$ cat src/rtl/lss_pkg.sv
// Shared types and constants for the LIFO stack with search.
// No dependencies; every other file in rtl/ imports this package.
package lss_pkg;

  localparam int unsigned DEPTH_DEF = 16;
  localparam int unsigned WORD_W    = 32;
  localparam int unsigned OCC_W     = 5;

  typedef enum logic [1:0] {
    FN_PUSH   = 2'd0,
    FN_POP    = 2'd1,
    FN_PEEK   = 2'd2,
    FN_SEARCH = 2'd3
  } func_t;

  localparam logic [1:0] ST_OK       = 2'd0;
  localparam logic [1:0] ST_FULL     = 2'd1;
  localparam logic [1:0] ST_EMPTY    = 2'd2;
  localparam logic [1:0] ST_NOTFOUND = 2'd3;

  localparam logic [WORD_W-1:0] NONE_WORD = '1;

  // Which value and status the datapath loads into the result registers.
  typedef enum logic [2:0] {
    RES_PUSH_OK    = 3'd0,
    RES_FULL       = 3'd1,
    RES_POP_EMPTY  = 3'd2,
    RES_PEEK_EMPTY = 3'd3,
    RES_WORD       = 3'd4,
    RES_FOUND      = 3'd5,
    RES_NOTFOUND   = 3'd6
  } res_sel_t;

  typedef struct packed {
    logic     latch;      // capture func and operand
    logic     wr;         // write operand at the top and grow the stack
    logic     dec;        // shrink the stack by one
    logic     rd_top;     // read the top entry and start a walk there
    logic     scan_step;  // move the walk one entry down
    logic     finish;     // load the result registers
    res_sel_t sel;
  } cmd_t;

  typedef struct packed {
    func_t func;
    logic  empty;
    logic  full;
    logic  match;  // word read from memory equals the operand
    logic  last;   // walk sits on the bottom entry
  } sts_t;

endpackage

$ cat src/rtl/lss_dpath.sv
// Datapath of the LIFO stack: entry memory, fill count, walk pointer and
// result registers. Depends on lss_pkg.
module lss_dpath #(
  parameter int unsigned DEPTH = lss_pkg::DEPTH_DEF
) (
  input  logic                           clk,
  input  logic                           rst,
  input  lss_pkg::cmd_t                  cmd,
  input  logic [1:0]                     func,
  input  logic signed [lss_pkg::WORD_W-1:0] operand,
  output lss_pkg::sts_t                  sts,
  output logic signed [lss_pkg::WORD_W-1:0] data,
  output logic [1:0]                     status,
  output logic [lss_pkg::OCC_W-1:0]      occupancy,
  output logic                           nonempty
);
  import lss_pkg::*;

  localparam int unsigned CW = $clog2(DEPTH + 1);
  localparam int unsigned AW = (DEPTH > 1) ? $clog2(DEPTH) : 1;

  logic [WORD_W-1:0] mem [DEPTH];
  logic [WORD_W-1:0] rd_data;
  logic [AW-1:0]     rd_addr;
  logic              rd_en;

  func_t             func_q;
  logic [WORD_W-1:0] operand_q;
  logic [CW-1:0]     depth;
  logic [CW-1:0]     depth_m1;
  logic [AW-1:0]     top_addr;
  logic [AW-1:0]     addr_q;
  logic [AW-1:0]     idx;
  logic [CW+OCC_W-1:0] occ_ext;

  assign depth_m1 = depth - CW'(1);
  assign top_addr = depth_m1[AW-1:0];
  assign rd_addr  = cmd.rd_top ? top_addr : addr_q - AW'(1);
  assign rd_en    = cmd.rd_top | cmd.scan_step;

  always_ff @(posedge clk) begin
    if (cmd.wr) begin
      mem[depth[AW-1:0]] <= operand_q;
    end
    if (rd_en) begin
      rd_data <= mem[rd_addr];
    end
  end

  always_ff @(posedge clk) begin
    if (rst) begin
      depth <= '0;
    end else if (cmd.wr) begin
      depth <= depth + CW'(1);
    end else if (cmd.dec) begin
      depth <= depth_m1;
    end
  end

  always_ff @(posedge clk) begin
    if (cmd.latch) begin
      func_q    <= func_t'(func);
      operand_q <= operand;
    end
    if (cmd.rd_top) begin
      addr_q <= top_addr;
      idx    <= '0;
    end else if (cmd.scan_step) begin
      addr_q <= addr_q - AW'(1);
      idx    <= idx + AW'(1);
    end
  end

  always_ff @(posedge clk) begin
    if (cmd.finish) begin
      case (cmd.sel)
        RES_PUSH_OK: begin
          data   <= '0;
          status <= ST_OK;
        end
        RES_FULL: begin
          data   <= '0;
          status <= ST_FULL;
        end
        RES_POP_EMPTY: begin
          data   <= NONE_WORD;
          status <= ST_EMPTY;
        end
        RES_PEEK_EMPTY: begin
          data   <= '0;
          status <= ST_EMPTY;
        end
        RES_WORD: begin
          data   <= rd_data;
          status <= ST_OK;
        end
        RES_FOUND: begin
          data   <= {{(WORD_W-AW){1'b0}}, idx};
          status <= ST_OK;
        end
        default: begin
          data   <= NONE_WORD;
          status <= ST_NOTFOUND;
        end
      endcase
    end
  end

  assign sts.func  = func_q;
  assign sts.empty = (depth == '0);
  assign sts.full  = (depth == CW'(DEPTH));
  assign sts.match = (rd_data == operand_q);
  assign sts.last  = (addr_q == '0);

  // Occupancy is the fill count cut to five bits.
  assign occ_ext   = {{OCC_W{1'b0}}, depth};
  assign occupancy = occ_ext[OCC_W-1:0];
  assign nonempty  = (depth != '0);

endmodule

$ cat src/rtl/lss_ctrl.sv
// Controller state machine of the LIFO stack; issues datapath commands.
// Depends on lss_pkg.
module lss_ctrl (
  input  logic          clk,
  input  logic          rst,
  input  logic          start,
  input  lss_pkg::sts_t sts,
  output lss_pkg::cmd_t cmd,
  output logic          busy,
  output logic          done
);
  import lss_pkg::*;

  typedef enum logic [3:0] {
    S_IDLE = 4'b0001,
    S_EXEC = 4'b0010,
    S_RESP = 4'b0100,
    S_SCAN = 4'b1000
  } state_t;

  state_t state, state_next;

  always_ff @(posedge clk) begin
    if (rst) begin
      state <= S_IDLE;
      done  <= 1'b0;
    end else begin
      state <= state_next;
      done  <= cmd.finish;
    end
  end

  always_comb begin
    cmd        = '0;
    cmd.sel    = RES_PUSH_OK;
    state_next = state;
    case (state)
      S_IDLE: begin
        if (start) begin
          cmd.latch  = 1'b1;
          state_next = S_EXEC;
        end
      end
      S_EXEC: begin
        case (sts.func)
          FN_PUSH: begin
            cmd.finish = 1'b1;
            cmd.wr     = !sts.full;
            cmd.sel    = sts.full ? RES_FULL : RES_PUSH_OK;
            state_next = S_IDLE;
          end
          FN_POP: begin
            if (sts.empty) begin
              cmd.finish = 1'b1;
              cmd.sel    = RES_POP_EMPTY;
              state_next = S_IDLE;
            end else begin
              cmd.rd_top = 1'b1;
              cmd.dec    = 1'b1;
              state_next = S_RESP;
            end
          end
          FN_PEEK: begin
            if (sts.empty) begin
              cmd.finish = 1'b1;
              cmd.sel    = RES_PEEK_EMPTY;
              state_next = S_IDLE;
            end else begin
              cmd.rd_top = 1'b1;
              state_next = S_RESP;
            end
          end
          default: begin
            if (sts.empty) begin
              cmd.finish = 1'b1;
              cmd.sel    = RES_NOTFOUND;
              state_next = S_IDLE;
            end else begin
              cmd.rd_top = 1'b1;
              state_next = S_SCAN;
            end
          end
        endcase
      end
      S_RESP: begin
        cmd.finish = 1'b1;
        cmd.sel    = RES_WORD;
        state_next = S_IDLE;
      end
      S_SCAN: begin
        if (sts.match) begin
          cmd.finish = 1'b1;
          cmd.sel    = RES_FOUND;
          state_next = S_IDLE;
        end else if (sts.last) begin
          cmd.finish = 1'b1;
          cmd.sel    = RES_NOTFOUND;
          state_next = S_IDLE;
        end else begin
          cmd.scan_step = 1'b1;
        end
      end
      default: begin
        state_next = S_IDLE;
      end
    endcase
  end

  assign busy = (state != S_IDLE);

endmodule

$ cat src/rtl/lifo_stack_with_search_core.sv
// Top level of the LIFO stack with search: controller plus datapath.
// Depends on lss_pkg, lss_ctrl and lss_dpath.
//
// A fixed-depth LIFO stack of signed 32-bit words. A transaction is taken
// at the rising edge where start is high and busy is low; it carries an
// operation in func (push, pop, peek or search) and a word in operand.
// Every transaction gives exactly one result, shown for one cycle with
// done high; the receiver cannot stall it, so it must take data, status,
// occupancy and nonempty in that cycle. Push, and any operation on an
// empty stack, finish straight from the execute state; pop and peek
// pass through a response state because the entry memory has a
// registered read port; a search walks down from the top entry until
// the word matches or the bottom entry has been read, so a miss reads
// every held entry. The search speed is set by that single memory read
// port, which yields one entry per cycle. busy drops during the done
// cycle, so the next transaction can be accepted at the edge that ends
// it. Stored words are not cleared by reset; only the fill count is, and
// reads never reach an entry above it.
module lifo_stack_with_search_core #(
  parameter int unsigned DEPTH = lss_pkg::DEPTH_DEF
) (
  input  logic                              clk,
  input  logic                              rst,
  input  logic                              start,
  output logic                              busy,
  input  logic [1:0]                        func,
  input  logic signed [lss_pkg::WORD_W-1:0] operand,
  output logic                              done,
  output logic signed [lss_pkg::WORD_W-1:0] data,
  output logic [1:0]                        status,
  output logic [lss_pkg::OCC_W-1:0]         occupancy,
  output logic                              nonempty
);
  import lss_pkg::*;

  cmd_t cmd;
  sts_t sts;

  // The controller sequences each transaction; the datapath owns all storage.
  lss_ctrl u_ctrl (
    .clk   (clk),
    .rst   (rst),
    .start (start),
    .sts   (sts),
    .cmd   (cmd),
    .busy  (busy),
    .done  (done)
  );

  lss_dpath #(
    .DEPTH (DEPTH)
  ) u_dpath (
    .clk       (clk),
    .rst       (rst),
    .cmd       (cmd),
    .func      (func),
    .operand   (operand),
    .sts       (sts),
    .data      (data),
    .status    (status),
    .occupancy (occupancy),
    .nonempty  (nonempty)
  );

  // A result always comes out with the controller back in idle.
  a_done_idle: assert property (@(posedge clk) disable iff (rst)
    done |-> !busy)
    else $error("result strobe while controller busy");

  // An accepted transaction keeps the block busy in the following cycle.
  a_accept_busy: assert property (@(posedge clk) disable iff (rst)
    (start && !busy) |=> busy)
    else $error("accepted transaction did not start work");

  // A refused push is only reported when the stack is truly full.
  a_full_status: assert property (@(posedge clk) disable iff (rst)
    (done && status == ST_FULL) |-> sts.full)
    else $error("full status with room left");

  // An empty status must agree with the fill count.
  a_empty_status: assert property (@(posedge clk) disable iff (rst)
    (done && status == ST_EMPTY) |-> !nonempty)
    else $error("empty status on a non-empty stack");

endmodule

$ cat config.mk
export PLATFORM = sky130hd
export DESIGN_NAME = lifo_stack_with_search_core
export DESIGN_NICKNAME = d
export VERILOG_FILES = /design/src/rtl/lss_pkg.sv /design/src/rtl/lss_dpath.sv /design/src/rtl/lss_ctrl.sv /design/src/rtl/lifo_stack_with_search_core.sv
export SDC_FILE = /design/constraint.sdc
export NUM_CORES = 1
export LEC_CHECK = 0
export BUFFER_PORTS_ARGS = -buffer_cell sky130_fd_sc_hd__buf_2
export CAP_MARGIN = 30
export CORE_AREA = 2 2 218 220
export CTS_CLUSTER_DIAMETER = 200
export DETAILED_ROUTE_END_ITERATION = 10
export DIE_AREA = 0 0 220 222
export PLACE_DENSITY_LB_ADDON = 0.2
export SLEW_MARGIN = 20
export SYNTH_ARGS = -nofsm -noshare
export SYNTH_HDL_FRONTEND = slang
export SYNTH_SLANG_ARGS = --single-unit
$ cat constraint.sdc
create_clock -name clk -period 5 [get_ports clk]
set_clock_uncertainty 0.05 [all_clocks]
set_input_delay 0.25 -clock clk [delete_from_list [all_inputs] [get_ports clk]]
set_output_delay 0.25 -clock clk [all_outputs]
set_load 0.02 [all_outputs]
==> impl_metrics.tcl <==
set metrics [dict create \
    synth_area_um2 25300 \
    cts_buffers 61 \
    grt-ovfl-total 0 \
    avgSynthCellArea_um2 14.9 \
    start_kind "register" \
    ys.warnings.count 0 \
    nFillCells 3427 \
    die_w_um 220 \
    routed_wl_mm 66.5 \
    yosys.area_share.simple 0.0989 \
    row_count 79 \
    syn_nets 1745 \
    synth-edff-count 616 \
    clock-root-buffer "clkbuf_16" \
    grt_pass1_vias 15200 \
    hold_viol_final 0 \
    ys_ff_latch 630 \
    antennaDiodeCount 0 \
    multi_input_area_um2 6100 \
    cts_sinks 630 \
    track_usage 0.273 \
    yosysTopAreaCellShare 0.730 \
    final_util 0.622 \
    viasPerCell 6.40 \
    via_count 15700 \
    synthDistinctLibCells 56 \
    die_h_um 222 \
    worst_pin_slew_ns 0.904 \
    fmax_ghz 0.240 \
    startpoint "u_dpath.occupancy[0]$_SDFFE_PP0P_" \
    grt_max_degree 193 \
    cts_resized 0 \
    syn2layout_area_growth_pct 13.6 \
    clk_path_buf_depth 3 \
    critPathMaxFanout 25 \
    core_um2 46300 \
    fin_crit_ns 4.17 \
    powerDensity_nw_per_um2 363 \
    reg2reg_from "u_dpath.occupancy[0]$_SDFFE_PP0P_" \
    arrival_ns 4.49 \
    dr.pass1.iters 6 \
    hold_path_class "in2reg" \
    vdd.ir_drop.worst_mv 0.303 \
    clk_latency_ns 0.63 \
    gp_congestion 0.829 \
    design_power_total_mw 10.5 \
    tritoncts "yes" \
    synth_fa_ha_area_frac 0.00543 \
    final_nets 1840 \
    htree_levels 2 \
    finalSetupTns_ns 0 \
    worstSetupEndpointType "register" \
    synthMuxAreaShare 0.00178 \
    start_util 0.548 \
    synth_area_leaders "edfxtp_1, and3_1, a211oi_1, nand2_1, clkbuf_1" \
    synthFlopType "edfxtp_1" \
    portBuffers 78 \
    cts.clk_slew.worst_paths_ns 0.06 \
    synth_xor_area_frac 0.0138 \
    most-common-layout-cells "edfxtp_1, nand2_1, and3_1" \
    yosysTopAreaCell "edfxtp_1" \
    layout-drive-gt1-share 0.131 \
    synth-seq-area-share 0.741 \
    setup-violations-final 0 \
    slew_viol_final 0 \
    power_leakage_nw 9.91 \
    ios 79 \
    drc 0 \
    crit_type "reg2reg" \
    wire_per_inst_um 27.1 \
    synth_top_family_by_area "compound AO/OA/AOI/OAI gates" \
    postRouteAntennaNets 0 \
    seqCellArea_um2 18800 \
    min_from "operand[20]" \
    synthArstFlopShare 0 \
    drt_first_iter_violations 1884 \
    fin_crit_sh 0.835 \
    max_slew_margin 0.398 \
    max-cap-violations 0 \
    status "finished, final reports clean" \
    final_common_cell "edfxtp_1" \
    synthCells 1697 \
    cp.required_ns 5.32 \
    rsz0062_at_grt "false" \
    die_area_um2 48800 \
    dp.final_hpwl_mm 35.9 \
    grt_pass1_wl_mm 98.3 \
    antenna_found_initial 0 \
    synth_compound_area_frac 0.114 \
]
where the power goes:
| part | leakage, nW | internal [mW] | switching (mW) |
|---|---|---|---|
| logic | 3.39 | 0.0687 | 0.122 |
| registers | 5.62 | 5.85 | 0.0853 |
| clock network | 0.910 | 2.43 | 1.90 |
per-stage QoR:
| stage | hold WS (ns) | area (um^2) | setup WS, ns | std cells |
|---|---|---|---|---|
| finish | 0.288 | 28800 | 0.826 | 2451 |
| global route | 0.266 | 28800 | 0.668 | 2451 |
| CTS | 0.253 | 28700 | 0.915 | 2448 |
| detailed placement | 0.379 | 26500 | 0.948 | 2297 |
| global placement | 0.377 | 26500 | 1.03 | 2296 |
| floorplan | 0.299 | 25300 | 0.753 | 1697 |
final cells by class:
| type | instances | share of cell area |
|---|---|---|
| Clock buffer | 84 | 0.0582 |
| Inverter | 17 | 0.00230 |
| Timing Repair Buffer | 163 | 0.0425 |
| Tap cell | 607 | 0.0264 |
| Clock inverter | 31 | 0.00656 |
| Multi-Input combinational cell | 919 | 0.212 |
| Sequential cell | 630 | 0.652 |
layer usage:
| metal | up-vias | global-route usage | wire length [um] |
|---|---|---|---|
| met4 | 0 | 0.0879 | 2130 |
| met3 | 134 | 0.0460 | 5020 |
| li1 | 6882 | - | - |
| met2 | 686 | 0.433 | 32000 |
| met1 | 7995 | 0.388 | 27400 |
| met5 | - | 0 | 0 |
Yosys cell counts, types with 18 or more instances:
cell type,number
a211oi_1,128
a21boi_0,32
a21o_1,21
a21oi_1,33
a311o_1,21
and3_1,183
buf_2,23
clkbuf_1,93
edfxtp_1,616
nand2_1,224
nor2_1,26
o311ai_0,18
o311ai_1,35
o32a_1,21
xor2_1,33
registers in the layout (all words and copies together), names as in the netlist:
name	cells
u_dpath.operand_q	32
u_dpath.mem	512
u_dpath.status	2
u_dpath.addr_q	4
u_ctrl.state	4
u_ctrl.done	1
u_dpath.occupancy	5
u_dpath.data	32
u_dpath.idx	4
u_dpath.rd_data	32
u_dpath.func_q	2
worst paths after layout:
path	to	slack [ns]	depth (start not counted)
worst max-delay path	u_dpath.rd_data[14]$_DFFE_PP_	0.83	10
worst min-delay path	u_dpath.operand_q[20]$_DFFE_PP_	0.29	2
worst max register to register	u_dpath.rd_data[14]$_DFFE_PP_	0.83	10
worst min register to register	u_dpath.idx[3]$_SDFFE_PP0P_	0.46	2
critical path, stage by stage (launching register included):
cell	delay (ns)
dfxtp_1	0.40
inv_1	0.17
ha_1	0.25
nor4b_4	0.56
nor3_4	0.14
mux2_2	0.80
inv_1	0.60
nand2_1	0.22
buf_4	0.29
a31oi_1	0.09
a211o_1	0.34
timing repair:
action / in CTS / in global routing
endpoints found under the hold margin: 43 / 0
hold buffers: 36 / 0
setup buffers: 0 / 0
endpoints found under the setup margin: 0 / 0
logic make-up after synthesis:
family | count (synthesis)
muxes | 4
xor gates and xnor gates | 40
and+or+nand+nor | 494
buffers and inverters | 148
DFF | 630
adders and majority gates | 11
AOI/OAI and AO/OA | 370
No activity file was read; power rests on OpenSTA's default activity.
